==> config.mk <==
export PLATFORM = sky130hd
export DESIGN_NAME = drrip_ctrl
export DESIGN_NICKNAME = d
export VERILOG_FILES = /design/src/rtl/drrip_stream_bypass_replacement_defines.svh /design/src/rtl/drrip_pkg.sv /design/src/rtl/drrip_ctrl.sv
export SDC_FILE = /design/constraint.sdc
export NUM_CORES = 1
export LEC_CHECK = 0
export ABC_AREA = 1
export BUFFER_PORTS_ARGS = -buffer_cell sky130_fd_sc_hd__buf_2
export CAP_MARGIN = 20
export CORE_AREA = 4 4 41 43
export CTS_CLUSTER_DIAMETER = 120
export DETAILED_ROUTE_END_ITERATION = 7
export DIE_AREA = 0 0 45 47
export PLACE_DENSITY = 0.36
export SYNTH_ARGS = -nofsm -noshare
export SYNTH_HDL_FRONTEND = slang
export SYNTH_SLANG_ARGS = --single-unit
==> constraint.sdc <==
create_clock -name clk -period 0.82 [get_ports clk]
set_input_delay 0.123 -clock clk [delete_from_list [all_inputs] [get_ports clk]]
set_output_delay 0.123 -clock clk [all_outputs]
set_load 0.01 [all_outputs]
==> src/rtl/drrip_stream_bypass_replacement_defines.svh <==
// assertion macros shared by the rrip replacement rtl
// depends on nothing; included by files that carry concurrent checks
`ifndef DRRIP_STREAM_BYPASS_REPLACEMENT_DEFINES_SVH
`define DRRIP_STREAM_BYPASS_REPLACEMENT_DEFINES_SVH

// plain property, checked every clock outside reset
`define DRRIP_ASSERT(lbl, clk, rst, prop, msg) \
  lbl: assert property (@(posedge clk) disable iff (rst) (prop)) else $error(msg);

// antecedent implies consequent in the next cycle
`define DRRIP_ASSERT_NEXT(lbl, clk, rst, ante, cons, msg) \
  lbl: assert property (@(posedge clk) disable iff (rst) (ante) |=> (cons)) else $error(msg);

`endif

==> src/rtl/drrip_pkg.sv <==
// shared codes, constants and controller/datapath handshake structs
// depends on nothing
`default_nettype none

package drrip_pkg;

  // request kinds
  localparam logic [1:0] REQ_VICTIM = 2'd0;
  localparam logic [1:0] REQ_UPDATE = 2'd1;
  localparam logic [1:0] REQ_EVICT  = 2'd2;

  // re-reference values
  localparam logic [1:0] RRPV_HIT  = 2'd0;
  localparam logic [1:0] RRPV_NEAR = 2'd1;
  localparam logic [1:0] RRPV_LONG = 2'd2;
  localparam logic [1:0] RRPV_MAX  = 2'd3;

  // duel counter limits
  localparam logic [9:0] DUEL_MID = 10'd512;
  localparam logic [9:0] DUEL_TOP = 10'd1023;

  localparam int ADDR_W = 64;

  // controller to datapath commands
  typedef struct packed {
    logic clear_wr;
    logic load;
    logic exec;
  } cmd_t;

  // datapath to controller status
  typedef struct packed {
    logic clear_last;
    logic out_busy;
  } sts_t;

endpackage

`default_nettype wire

==> src/rtl/drrip_ctrl.sv <==
// sequencing state machine: clearing pass, request accept, execute
// depends on drrip_pkg
`default_nettype none

module drrip_ctrl
  import drrip_pkg::*;
(
  input  wire logic clk,
  input  wire logic rst,
  input  wire logic in_valid,
  output logic      in_ready,
  input  wire sts_t sts,
  output cmd_t      cmd
);

  typedef enum logic [2:0] {
    ST_CLEAR = 3'b001,
    ST_IDLE  = 3'b010,
    ST_EXEC  = 3'b100
  } state_t;

  state_t state;
  state_t state_next;

  // state register
  always_ff @(posedge clk) begin
    if (rst) begin
      state <= ST_CLEAR;
    end else begin
      state <= state_next;
    end
  end

  // next state and commands
  always_comb begin
    state_next   = state;
    cmd          = '0;
    in_ready     = 1'b0;
    unique case (state)
      ST_CLEAR: begin
        cmd.clear_wr = 1'b1;
        if (sts.clear_last) state_next = ST_IDLE;
      end
      ST_IDLE: begin
        in_ready = 1'b1;
        if (in_valid) begin
          cmd.load   = 1'b1;
          state_next = ST_EXEC;
        end
      end
      ST_EXEC: begin
        // hold while the previous result is still waiting
        if (!sts.out_busy) begin
          cmd.exec   = 1'b1;
          state_next = ST_IDLE;
        end
      end
      default: begin
        state_next = ST_CLEAR;
      end
    endcase
  end

endmodule

`default_nettype wire

==> Word-level counts from Yosys, hierarchy flattened <==
Index checks and enable logic that the tools add are counted.
{ "totals": {"register_bits": 3, "input_bits": 5, "out_inout_bits": 4, "wordCells": 18} }
{ "classes": {"eq_ne": 6, "mux": 10, "reduce_logical": 1} }
{ "op_table": {"columns": ["cell", "n"], "rows": [
  ["$mux W3", 3],
  ["$pmux W3 S3", 1],
  ["$mux W1", 6],
  ["$ne A2 B2 Y1 const B", 3],
  ["$eq A3 B1 Y1 const B", 1],
  ["$eq A3 B2 Y1 const B", 1],
  ["$eq A3 B3 Y1 const B", 1],
  ["$reduce_and A3 Y1", 1]
]} }

==> Longest topological paths before layout <==
Gate-level depths: netlist of the first run.
{ "depth": {"word_depth": 3, "depth_mapped": 5, "ltp_nobuf": 5} }

==> Worst setup path before layout of the first run <==
Ideal clock, no wire load.
{ "synth_path": {"path_kind": "register to output", "from": "register state[1]", "to": "output cmd[0] (netlist name)", "arrival_ns": 0.687, "required_ns": 0.697, "slack_ns": 0.010, "path_stages_with_launch": 4, "path_buffers": 0, "cell_sequence": "dfxtp_1 > nor2_1 > nand2_1 > nor2_1"} }
{ "synth_rtl": {"columns": ["element", "line", "text"], "rows": [
  ["start: declaration", "drrip_ctrl.sv:22", "state_t state;"],
  ["start signal: assignment", "drrip_ctrl.sv:30", "state <= state_next;"],
  ["end: declaration", "drrip_ctrl.sv:13", "output cmd_t cmd"]
]} }

==> results summary, run 1 <==
The worst hold path class is input pin to register. The floorplan die height is 47 um. Across the routed clock network, the largest skew measured is 0.000463 ns. The worst voltage drop across the vdd grid is 0.479 mV.

The biggest fanout along the worst timing path came out at 3. Across all layers, the routed design uses approximately 230 vias. The minimum setup slack in the final design came out at -0.256 ns. The worst setup slack for register-to-register paths is -0.16 ns. The post-synth design cell area is approximately 160 um^2. TritonCTS built the clock tree. The highest achievable clock rate is 929 MHz.

The number of instances in the synthesized netlist came out at 27. The worst setup path is captured at an output port. The transition time at the pin with the least slew margin is 0.109 ns. The number of cell instances on the worst register-to-register path is 6. The total track usage is 5.53%. The count of endpoints failing setup in the final report came out at 6. The floorplan has 13 rows. The biggest area contributor in the post-synthesis netlist is dfxtp_1.

In this run the critical register-to-register path is launched from state[2]$_SDFFE_PP0P_. For this run, the slowest stage of the critical path takes about 0.34 ns. The global route total overflow came out at 0. The number of top-level pins came out at 9.

The ratio of total power to cell area came out at about 2200 mW/mm^2. The total die area came out at roughly 0.0021 mm^2. Tracing the worst setup path back leads to its startpoint at state[0]$_SDFFE_PP1P_.

The final number of hold-violating endpoints came out at 0. During placement, the flow inserted port buffers numbering 8. The final RePlAce weighted congestion came out at 0.614. The post-synth net total is 32. The area growth from synthesis to layout came out at 92.2%. Summed over its instances, the top area cell type makes up approximately 37% of the synthesized netlist area. The initial utilization of the core area, before any placement, comes to 12.4%. The final wirelength came out at 508 um.

The relative slew slack is 92.7%. Counting along the longest clock path gives a buffer depth of 2. The final non-filler cell total came out at 59. The clock reaches the later pin of the worst-skew pair after 0.23 ns.

In the final layout, the registers with the most flip-flops are state (3). The number of max-capacitance violations reported is 0. CTS built an H-tree with a depth of 1.

The total count of max-transition violations in the final report came to 0. The power consumption is 696 uW. The HPWL after detailed placement is 359 um. The clock buffer count from CTS is 3.

The number of global-route vias before repair is 223. The worst setup path is launched from a register. The flow ran to the end, but the final reports show violations. The number of different library cells used by synthesis comes to 7. The arrival time at the worst endpoint came out at 0.95 ns. The number of cells on the worst hold path is 2. The count of hold buffers inserted by post-cts repair came out at 0. The register with the most flip-flops in the layout has 3 of them.

In the routed design, unresolved DRC markers number 0. The standby leakage power is 0.178 nW. The cell family contributing the most delay on the critical path is flip-flops. In this run the horizontal extent of the chip is 45 um. The number of nets in the layout is 50. The critical path data required time came out at around 0.7 ns. Traced cell by cell, the critical path runs through nor2_4, nand2_2, nor2_1, buf_2. The post-synthesis sequential element count is 3. The worst setup path is of the register to output port kind.

The cell chosen for the clock root is clkbuf_4. The clock slew at the register clock pins of the worst setup and hold paths is 0.04 ns. The via count normalized by instance count is 3.83. The number of nets with antenna violations after routing came out at 0. The largest net degree at the start of global routing is 5.

The register containing the most flip-flops in the final layout is state. In the final routed layout, each cell accounts on average for 8.61 um. The worst path buffer plus inverter count came out at 1. The part of the cycle the worst path needs came out at 131%. Counting every sink on the clock net gives 3. Yosys attributes the largest share of cell area to dfxtp_1, nand3_1, inv_1. After detailed placement, the design holds a cell count of 50.

The number of antenna cells inserted is 0. The slowest stage of the critical path is the dfxtp_2 cell. Cells with a size suffix above 1 make up 54.5% of the layout. Setup repair after global routing could not meet its margin everywhere. The clock period minus final worst setup slack came out at roughly 1.1 ns. The count of routing violations after the opening detailed-route iteration is 3.

The synthesized area per cell came out at approximately 6 um^2. The number of detailed-routing iterations run before antenna repair is 3. The number of warnings reported in the yosys synthesis log came out at 0. The first-pass GRT wire length came out at ~800 um. The depth of the critical timing path with buffers and inverters included is 4. The checks that failed: negative setup slack. The register area share after synthesis is 37.2%. The floorplan step defined a core boundary enclosing 0.00130 mm^2. The initial antenna violation count is 0. The startpoint identified for the worst hold timing path is rst.
## final timing paths
path	endpoint
min reg2reg	state[2]$_SDFFE_PP0P_
max reg2reg	state[1]$_SDFFE_PP0P_
max	cmd[0]
min	state[2]$_SDFFE_PP0P_
## metrics by stage
stage	worst slack (ns)	TNS, ns	utilization, %	hold WS (ns)	area, um^2
finish	-0.256	-1.27	23.8	0.0586	310
global placement	-0.0638	-0.300	16.9	0.300	220
floorplan	0.00987	0	-	0.192	161
detailed placement	-0.0783	-0.229	16.9	0.301	220
CTS	-0.267	-1.27	22.7	0.0449	295
global route	-0.343	-1.66	23.8	0.0739	310
## layer usage
layer,track usage (%),wire length [um],up-vias
met3,2.68,33,0
met4,5.26,0,0
li1,-,-,117
met5,0,0,-
met2,8.76,297,4
met1,5.23,178,105
## cells in the mapped netlist
| cell type | count |
|---|---|
| nand2_1 | 3 |
| dfxtp_1 | 3 |
| nor2_1 | 6 |
| nand4_1 | 1 |
| a21oi_1 | 1 |
| inv_1 | 7 |
| nand3_1 | 6 |
## area by class of cell
| type | count | area [um^2] |
|---|---|---|
| fillers | 149 | 991 |
| multi-input cells | 17 | 92.6 |
| repair buffers | 13 | 77.6 |
| flip-flops and latches | 3 | 68.8 |
| clock buffers | 4 | 26.3 |
| inverters | 7 | 26.3 |
| well taps | 15 | 18.8 |
## where the power goes
part / internal [mW] / switching, mW
logic: 0.123 / 0.107
registers: 0.173 / 0.0350
clock network: 0.182 / 0.0763
total: 0.478 / 0.218
## kinds of logic after synthesis
family / share of synthesized area (%)
AND/OR/NAND/NOR: 43.4
buffers and inverters: 16.3
flip-flops: 37.2
AO/OA/AOI/OAI: 3.10
## placed cells by master, fill, tap and decap left out, drive strengths merged
cell type / instances
a21oi: 1
buf: 13
clkbuf: 4
dfxtp: 3
inv: 7
nand2: 3
nand3: 6
nand4: 1
nor2: 6
## worst register-to-register path: cells and delay by family (launching register included)
| family | cells | cell delay [ns] |
|---|---|---|
| flops | 1 | 0.35 |
| simple gates | 4 | 0.32 |
| buf+inv | 2 | 0.20 |
## what timing repair did
item / 4_1_cts / 5_1_grt
buffers inserted: 5 / 0
endpoints found under the setup margin: 6 / 7
gates cloned: 0 / 0
pin swaps: 5 / 2
resized for setup: 5 / 6
No activity file was read; power rests on OpenSTA's default activity.
==> inputs of run 2 (changes only) <==
BUFFER_PORTS_ARGS = default   (was -buffer_cell sky130_fd_sc_hd__buf_2)
DONT_BUFFER_PORTS = 1   (was default)
PLACE_DENSITY = 0.3   (was 0.36)
==> results summary, run 2 (synthesis results as in run 1) <==
The number of flip-flops in the largest register was 3 (unchanged). The critical path data required time came out at 0.70 ns (about the same). The level count of the clock H-tree came out at 1 (unchanged).

The clock slew at the register clock pins of the worst setup and hold paths came out at 0.04 ns (about the same). The first-pass GRT wire length was 910 um (was 800 um). The part of the cycle the worst path needs is 123% (was 131%). The number of max-capacitance violations reported came out at 0 (unchanged). The register containing the most flip-flops in the final layout is state (unchanged). The clock tree from TritonCTS is yes (unchanged). The final clock skew came to 0.00598 ns (was 0.000463 ns).

The total count of max-transition violations in the final report is 0 (unchanged). The cell with the biggest individual delay on the critical path was dfxtp_4 (was dfxtp_2). The count of routing violations after the opening detailed-route iteration is 0 (was 3).

The cell area after placement came out at 180 um^2 (was 220 um^2). Run status: finished, violations left (unchanged). The cell chosen for the clock root is clkbuf_4 (unchanged). The floorplan die height is 47 um (unchanged).

The minimum setup slack in the final design is -0.187 ns (was -0.256 ns). The starting utilization of the core area came to 12.4% (unchanged). The number of nets in the layout is 47 (was 50). The number of antenna cells inserted came out at 0 (unchanged). The initial antenna violation count is 0 (unchanged). The count of buffers inserted at the top-level ports came out at 0 (was 8). The biggest fanout along the worst timing path is 4 (was 3).

The worst hold path class is input pin to register (unchanged). The number of global-route vias before repair is 235 (was 223). The worst voltage drop across the vdd grid was 0.550 mV (was 0.479 mV). The highest achievable clock rate is 993 MHz (was 929 MHz). The clock buffer count from CTS came out at 3 (unchanged). The total number of vias came out at 215 (was 226). Cell Chain, Critical Path: nor2_4, nand2_2, nor2_4 (was nor2_4, nand2_2, nor2_1, buf_2). The relative slew slack came out at 91.6% (was 92.7%). The final number of hold-violating endpoints is 0 (unchanged). The maximum clock path buffer count is 2 (unchanged). The post-route core utilization came out at 27.2% (was 23.8%).

The count of unresolved DRC violations after routing came out at 0 (unchanged). The number of detailed-routing iterations run before antenna repair was 1 (was 3). The filler cell count in the final layout is 162 (was 149). The via count normalized by instance count is 3.84 (was 3.83). The cell area after layout came out at 354 um^2 (was 310 um^2). The total die area is 0.00212 mm^2 (unchanged). The largest incremental delay on the critical path came to 0.36 ns (was 0.34 ns).

Leading cell types in the layout, fill and taps excluded: buf_4, inv_2 (was buf_2, inv_1, nand3_1, buf_4, nor2_1). The count of endpoints failing setup in the final report came out at 7 (was 6). The worst setup slack for register-to-register paths came to -0.16 ns (about the same). The total clock sinks is 3 (unchanged). The arrival time at the worst endpoint came to 0.88 ns (was 0.95 ns).

The endpoint class of the critical path is an output port (unchanged). Setup repair after global routing missed its margin: yes (unchanged). Leading registers by flop count: state (3) (unchanged).

The standby leakage power is 0.169 nW (was 0.178 nW). The row count was 13 (unchanged). The chip width is 45 um (unchanged). The number of cells on the worst hold path was 2 (unchanged). The leading cell type in the layout, fill and taps excluded was buf_4 (was buf_2). The share of layout cells above drive strength 1 is 70.7% (was 54.5%).

The ratio of total power to cell area is 2160 mW/mm^2 (was 2240 mW/mm^2). The HPWL after detailed placement came to 345 um (was 359 um). The number of cell instances on the worst register-to-register path came out at 6 (unchanged). The number of nets with antenna violations after routing is 0 (unchanged). The final wirelength came out at 525 um (was 508 um). The clock insertion delay at the later pin of the skew report is 0.23 ns (about the same). The transition time at the pin with the least slew margin came out at 0.126 ns (was 0.109 ns).

The area growth from synthesis to layout is 119% (was 92.2%). The startpoint type of the worst setup path was a register (unchanged). The global route total overflow was 0 (unchanged). The critical path class was register to output port (unchanged).

Violated checks: negative setup slack (unchanged). The average wire per cell in the routed design came out at 9.38 um (was 8.61 um). The core footprint came out at 0.00130 mm^2 (unchanged). The clock period minus final worst setup slack came out at 1.01 ns (was 1.08 ns). The largest net degree at the start of global routing was 5 (unchanged). In this design, the critical path's most frequently occurring cell is nor2_4.

The number of top-level pins is 9 (unchanged). The final RePlAce weighted congestion is 0.739 (was 0.614). The total track usage is 6.39% (was 5.53%).
==> run 2: changes by cell type in the layout (fill, tap and decap cells not counted), sizes merged <==
cell,change
dlygate4sd3,+1
buf,-4
==> run 2: worst paths after layout <==
check | startpoint | to
worst max register to register | state[1]$_SDFFE_PP0P_ | state[1]$_SDFFE_PP0P_
worst max-delay path | state[1]$_SDFFE_PP0P_ | cmd[0]
worst min register to register | state[2]$_SDFFE_PP0P_ | state[2]$_SDFFE_PP0P_
worst min-delay path | sts[0] | state[2]$_SDFFE_PP0P_
==> run 2: critical path: cells and delay by family (launching register included) <==
family	cells	cell delay, ns
DFF	1	0.36
and+or+nand+nor	3	0.29
==> run 2: what timing repair did <==
item / in CTS / in global routing
buffers inserted: 9 / 0
hold buffers: 1 / 0
hold endpoints to repair: 2 / 0
pin swaps: 8 / 3
endpoints found under the setup margin: 6 / 7
resized for setup: 21 / 4
==> run 2: final cells by class <==
cell class | count | area [um^2] | share of cell area, %
tap | 15 | 18.8 | 5.30
clock buffer | 4 | 26.3 | 7.42
sequential | 3 | 68.8 | 19.4
timing repair buffer | 10 | 81.3 | 23.0
inverter | 7 | 28.8 | 8.13
multi-input combinational | 17 | 130 | 36.7
==> run 2: layer usage <==
layer,GRT usage (%),vias up,share of wire (%)
met4,3.51,0,0
met3,4.60,0,13
met2,11.6,6,54
met5,0,-,0
met1,4.99,97,33
li1,-,112,-
==> run 2: power by group <==
part / switching (mW) / internal (mW) / total (mW)
sequential: 0.0417 / 0.173 / 0.215
combinational: 0.131 / 0.157 / 0.288
clock: 0.0785 / 0.183 / 0.261
total: 0.251 / 0.513 / 0.764
==> run 2: metrics by stage <==
step	power, mW	hold slack (ns)	worst slack (ns)	TNS, ns	cells
5_1_grt	0.825	0.0924	-0.235	-1.37	56
3_5_place_dp	0.307	0.195	-0.0638	-0.120	42
6_report	0.764	0.0804	-0.187	-1.02	56
3_3_place_gp	0.312	0.196	-0.0494	-0.130	42
2_1_floorplan	0.285	0.192	0.00987	0	27
4_1_cts	0.748	0.0717	-0.197	-1.02	56
==> inputs of run 3 (changes only) <==
CORE_AREA = 3 3 40 42   (was 4 4 41 43)
DIE_AREA = 0 0 43 45   (was 0 0 45 47)
==> results summary, run 3 (synthesis results as in run 1) <==
Run status: finished, violations left (unchanged). Violated checks: negative setup slack (unchanged). The average wire per cell in the routed design is 9.75 um (was 9.38 um). The register containing the most flip-flops in the final layout was state (unchanged). The final wirelength is 497 um (was 525 um). The clock buffer count from CTS was 3 (unchanged). The clock period minus final worst setup slack is 1.01 ns (about the same). The final RePlAce weighted congestion was 0.633 (was 0.739). The clock slew at the register clock pins of the worst setup and hold paths is 0.04 ns (about the same). The minimum setup slack in the final design was -0.187 ns (about the same). The clock group share of total power is 38.6% (was 34.2%). The critical path data required time is 0.70 ns (about the same).

The count of buffers inserted at the top-level ports is 0 (unchanged). The total count of max-transition violations in the final report is 0 (unchanged). The worst voltage drop across the vdd grid came to 0.720 mV (was 0.550 mV). The power consumption came out at 673 uW (was 764 uW). The core footprint came to 0.00128 mm^2 (was 0.00130 mm^2). The number of top-level pins came out at 9 (unchanged). The final-layout worst hold slack came out at 0.0255 ns (was 0.0804 ns). The highest achievable clock rate is 993 MHz (about the same). The HPWL after detailed placement is 324 um (was 345 um). The clock tree from TritonCTS was yes (unchanged). The level count of the clock H-tree came out at 1 (unchanged).

The beginning of the worst hold path was rst (was sts[0]). The sequential power share is 32.7% (was 28.1%). The number of nets in the layout is 42 (was 47). The biggest fanout along the worst timing path is 4 (unchanged).

The total clock sinks is 3 (unchanged). The total track usage came out at 5.75% (was 6.39%). The clock insertion delay at the later pin of the skew report is 0.23 ns (about the same). The number of flip-flops in the largest register was 3 (unchanged). The startpoint type of the worst setup path is a register (unchanged). Setup repair after global routing missed its margin: yes (unchanged). The initial antenna violation count is 0 (unchanged).

The via count normalized by instance count is 3.94 (was 3.84). The relative slew slack is 90.8% (was 91.6%). The worst setup slack for register-to-register paths came out at -0.13 ns (was -0.16 ns). The endpoint class of the critical path is an output port (unchanged). The arrival time at the worst endpoint is 0.88 ns (about the same).

Leading cell types in the layout, fill and taps excluded: inv_2, nand3_1, buf_4 (was buf_4, inv_2). The gate family responsible for the most delay along the worst path is flip-flops (unchanged). The number of max-capacitance violations reported is 0 (unchanged). The share of layout cells above drive strength 1 is 63.9% (was 70.7%). The count of unresolved DRC violations after routing came out at 0 (unchanged). The cell chosen for the clock root is clkbuf_4 (unchanged). The sum of negative setup slack is -0.969 ns (was -1.02 ns). The floorplan die height came out at 45 um (was 47 um). The switching component of the power came out at 226 uW (was 251 uW). The count of endpoints failing setup in the final report is 7 (unchanged). The chip width is 43 um (was 45 um).

The start point of the critical path is state[1]$_SDFFE_PP0P_ (unchanged). The number of global-route vias before repair is 200 (was 235). The row count is 13 (unchanged). The number of antenna cells inserted is 0 (unchanged). The starting utilization of the core area came out at 12.6% (was 12.4%). The worst path buffer plus inverter count is 0 (unchanged).

The count of routing violations after the opening detailed-route iteration is 3 (was 0). The final number of hold-violating endpoints came out at 0 (unchanged). The standby leakage power came out at 0.137 nW (was 0.169 nW). The largest incremental delay on the critical path came out at 0.36 ns (about the same).

The maximum clock path buffer count came to 2 (unchanged). Leading registers by flop count: state (3) (unchanged). The area growth from synthesis to layout was 82.9% (was 119%). The origin of the critical flop-to-flop path is state[1]$_SDFFE_PP0P_ (unchanged).

The transition time at the pin with the least slew margin is 0.138 ns (was 0.126 ns). The number of nets with antenna violations after routing is 0 (unchanged). The combinational group share of total power was 28.7% (was 37.7%). The global route total overflow came to 0 (unchanged). The internal power component was 447 uW (was 513 uW). The post-route core utilization came out at 23.0% (was 27.2%). The number of detailed-routing iterations run before antenna repair came out at 4 (was 1). The final clock skew came out at 0.00473 ns (was 0.00598 ns).

The first-pass GRT wire length came out at 765 um (was 910 um). The cell with the biggest individual delay on the critical path is dfxtp_4 (unchanged). The largest net degree at the start of global routing came out at 5 (unchanged). The critical path class is register to output port (unchanged). The total die area came to 0.00194 mm^2 (was 0.00212 mm^2). The part of the cycle the worst path needs is 123% (about the same). The net switching share of the total power was 33.6% (was 32.9%).

Cell Chain, Critical Path: nor2_4, nand2_2, nor2_4 (unchanged). The total number of vias was 201 (was 215). The ratio of total power to cell area came out at 2280 mW/mm^2 (was 2160 mW/mm^2). The worst hold path class is input pin to register (unchanged). The most frequent cell on the critical path is nor2_4 (unchanged).
==> run 3: timing repair <==
action,4_1_cts,5_1_grt
gates resized for setup,7,15
hold buffers,1,0
endpoints found under the setup margin,6,7
hold endpoints to repair,1,0
buffers inserted,2,2
pin swaps,4,6
==> run 3: area by class of cell <==
class	instances	area, um^2
clock buffer	4	26.3
fill	152	990
inverter	7	26.3
multi-input combinational	17	113
sequential	3	71.3
tap	15	18.8
timing repair buffer	5	40.0
==> run 3: final timing paths <==
kind                      endpoint  cells after the start
max                         cmd[0]                      3
min          state[0]$_SDFFE_PP1P_                      2
max reg2reg  state[0]$_SDFFE_PP1P_                      5
min reg2reg  state[2]$_SDFFE_PP0P_                      2
==> run 3: per-stage QoR <==
step           area, um^2  setup WS [ns]  cells
2_1_floorplan         161        0.00987     27
3_3_place_gp          180        -0.0461     42
3_5_place_dp          180        -0.0541     42
4_1_cts               244         -0.244     49
5_1_grt               295         -0.234     51
6_report              295         -0.187     51
==> run 3: per-layer routing <==
metal	part of all wire [%]	vias up	GRT usage, %
met3	9.5	0	4.38
met1	38	90	6.02
met5	0	-	0
li1	-	102	-
met4	0	0	5.42
met2	53	9	7.19
==> run 3: worst reg2reg max path: stages (launching register included) <==
cell     delay (ns)
dfxtp_4        0.36
nor2_4         0.11
nand2_2        0.07
buf_4          0.14
nand3_1        0.08
nand3_1        0.07
==> run 3: power groups by stage <==
stage          sequential, mW  clock [mW]  combinational, mW
6_report                0.220       0.260              0.193
5_1_grt                 0.222       0.285              0.214
4_1_cts                 0.199       0.275              0.130
3_5_place_dp            0.192           0              0.115
3_3_place_gp            0.191           0              0.118
2_1_floorplan           0.187           0             0.0982
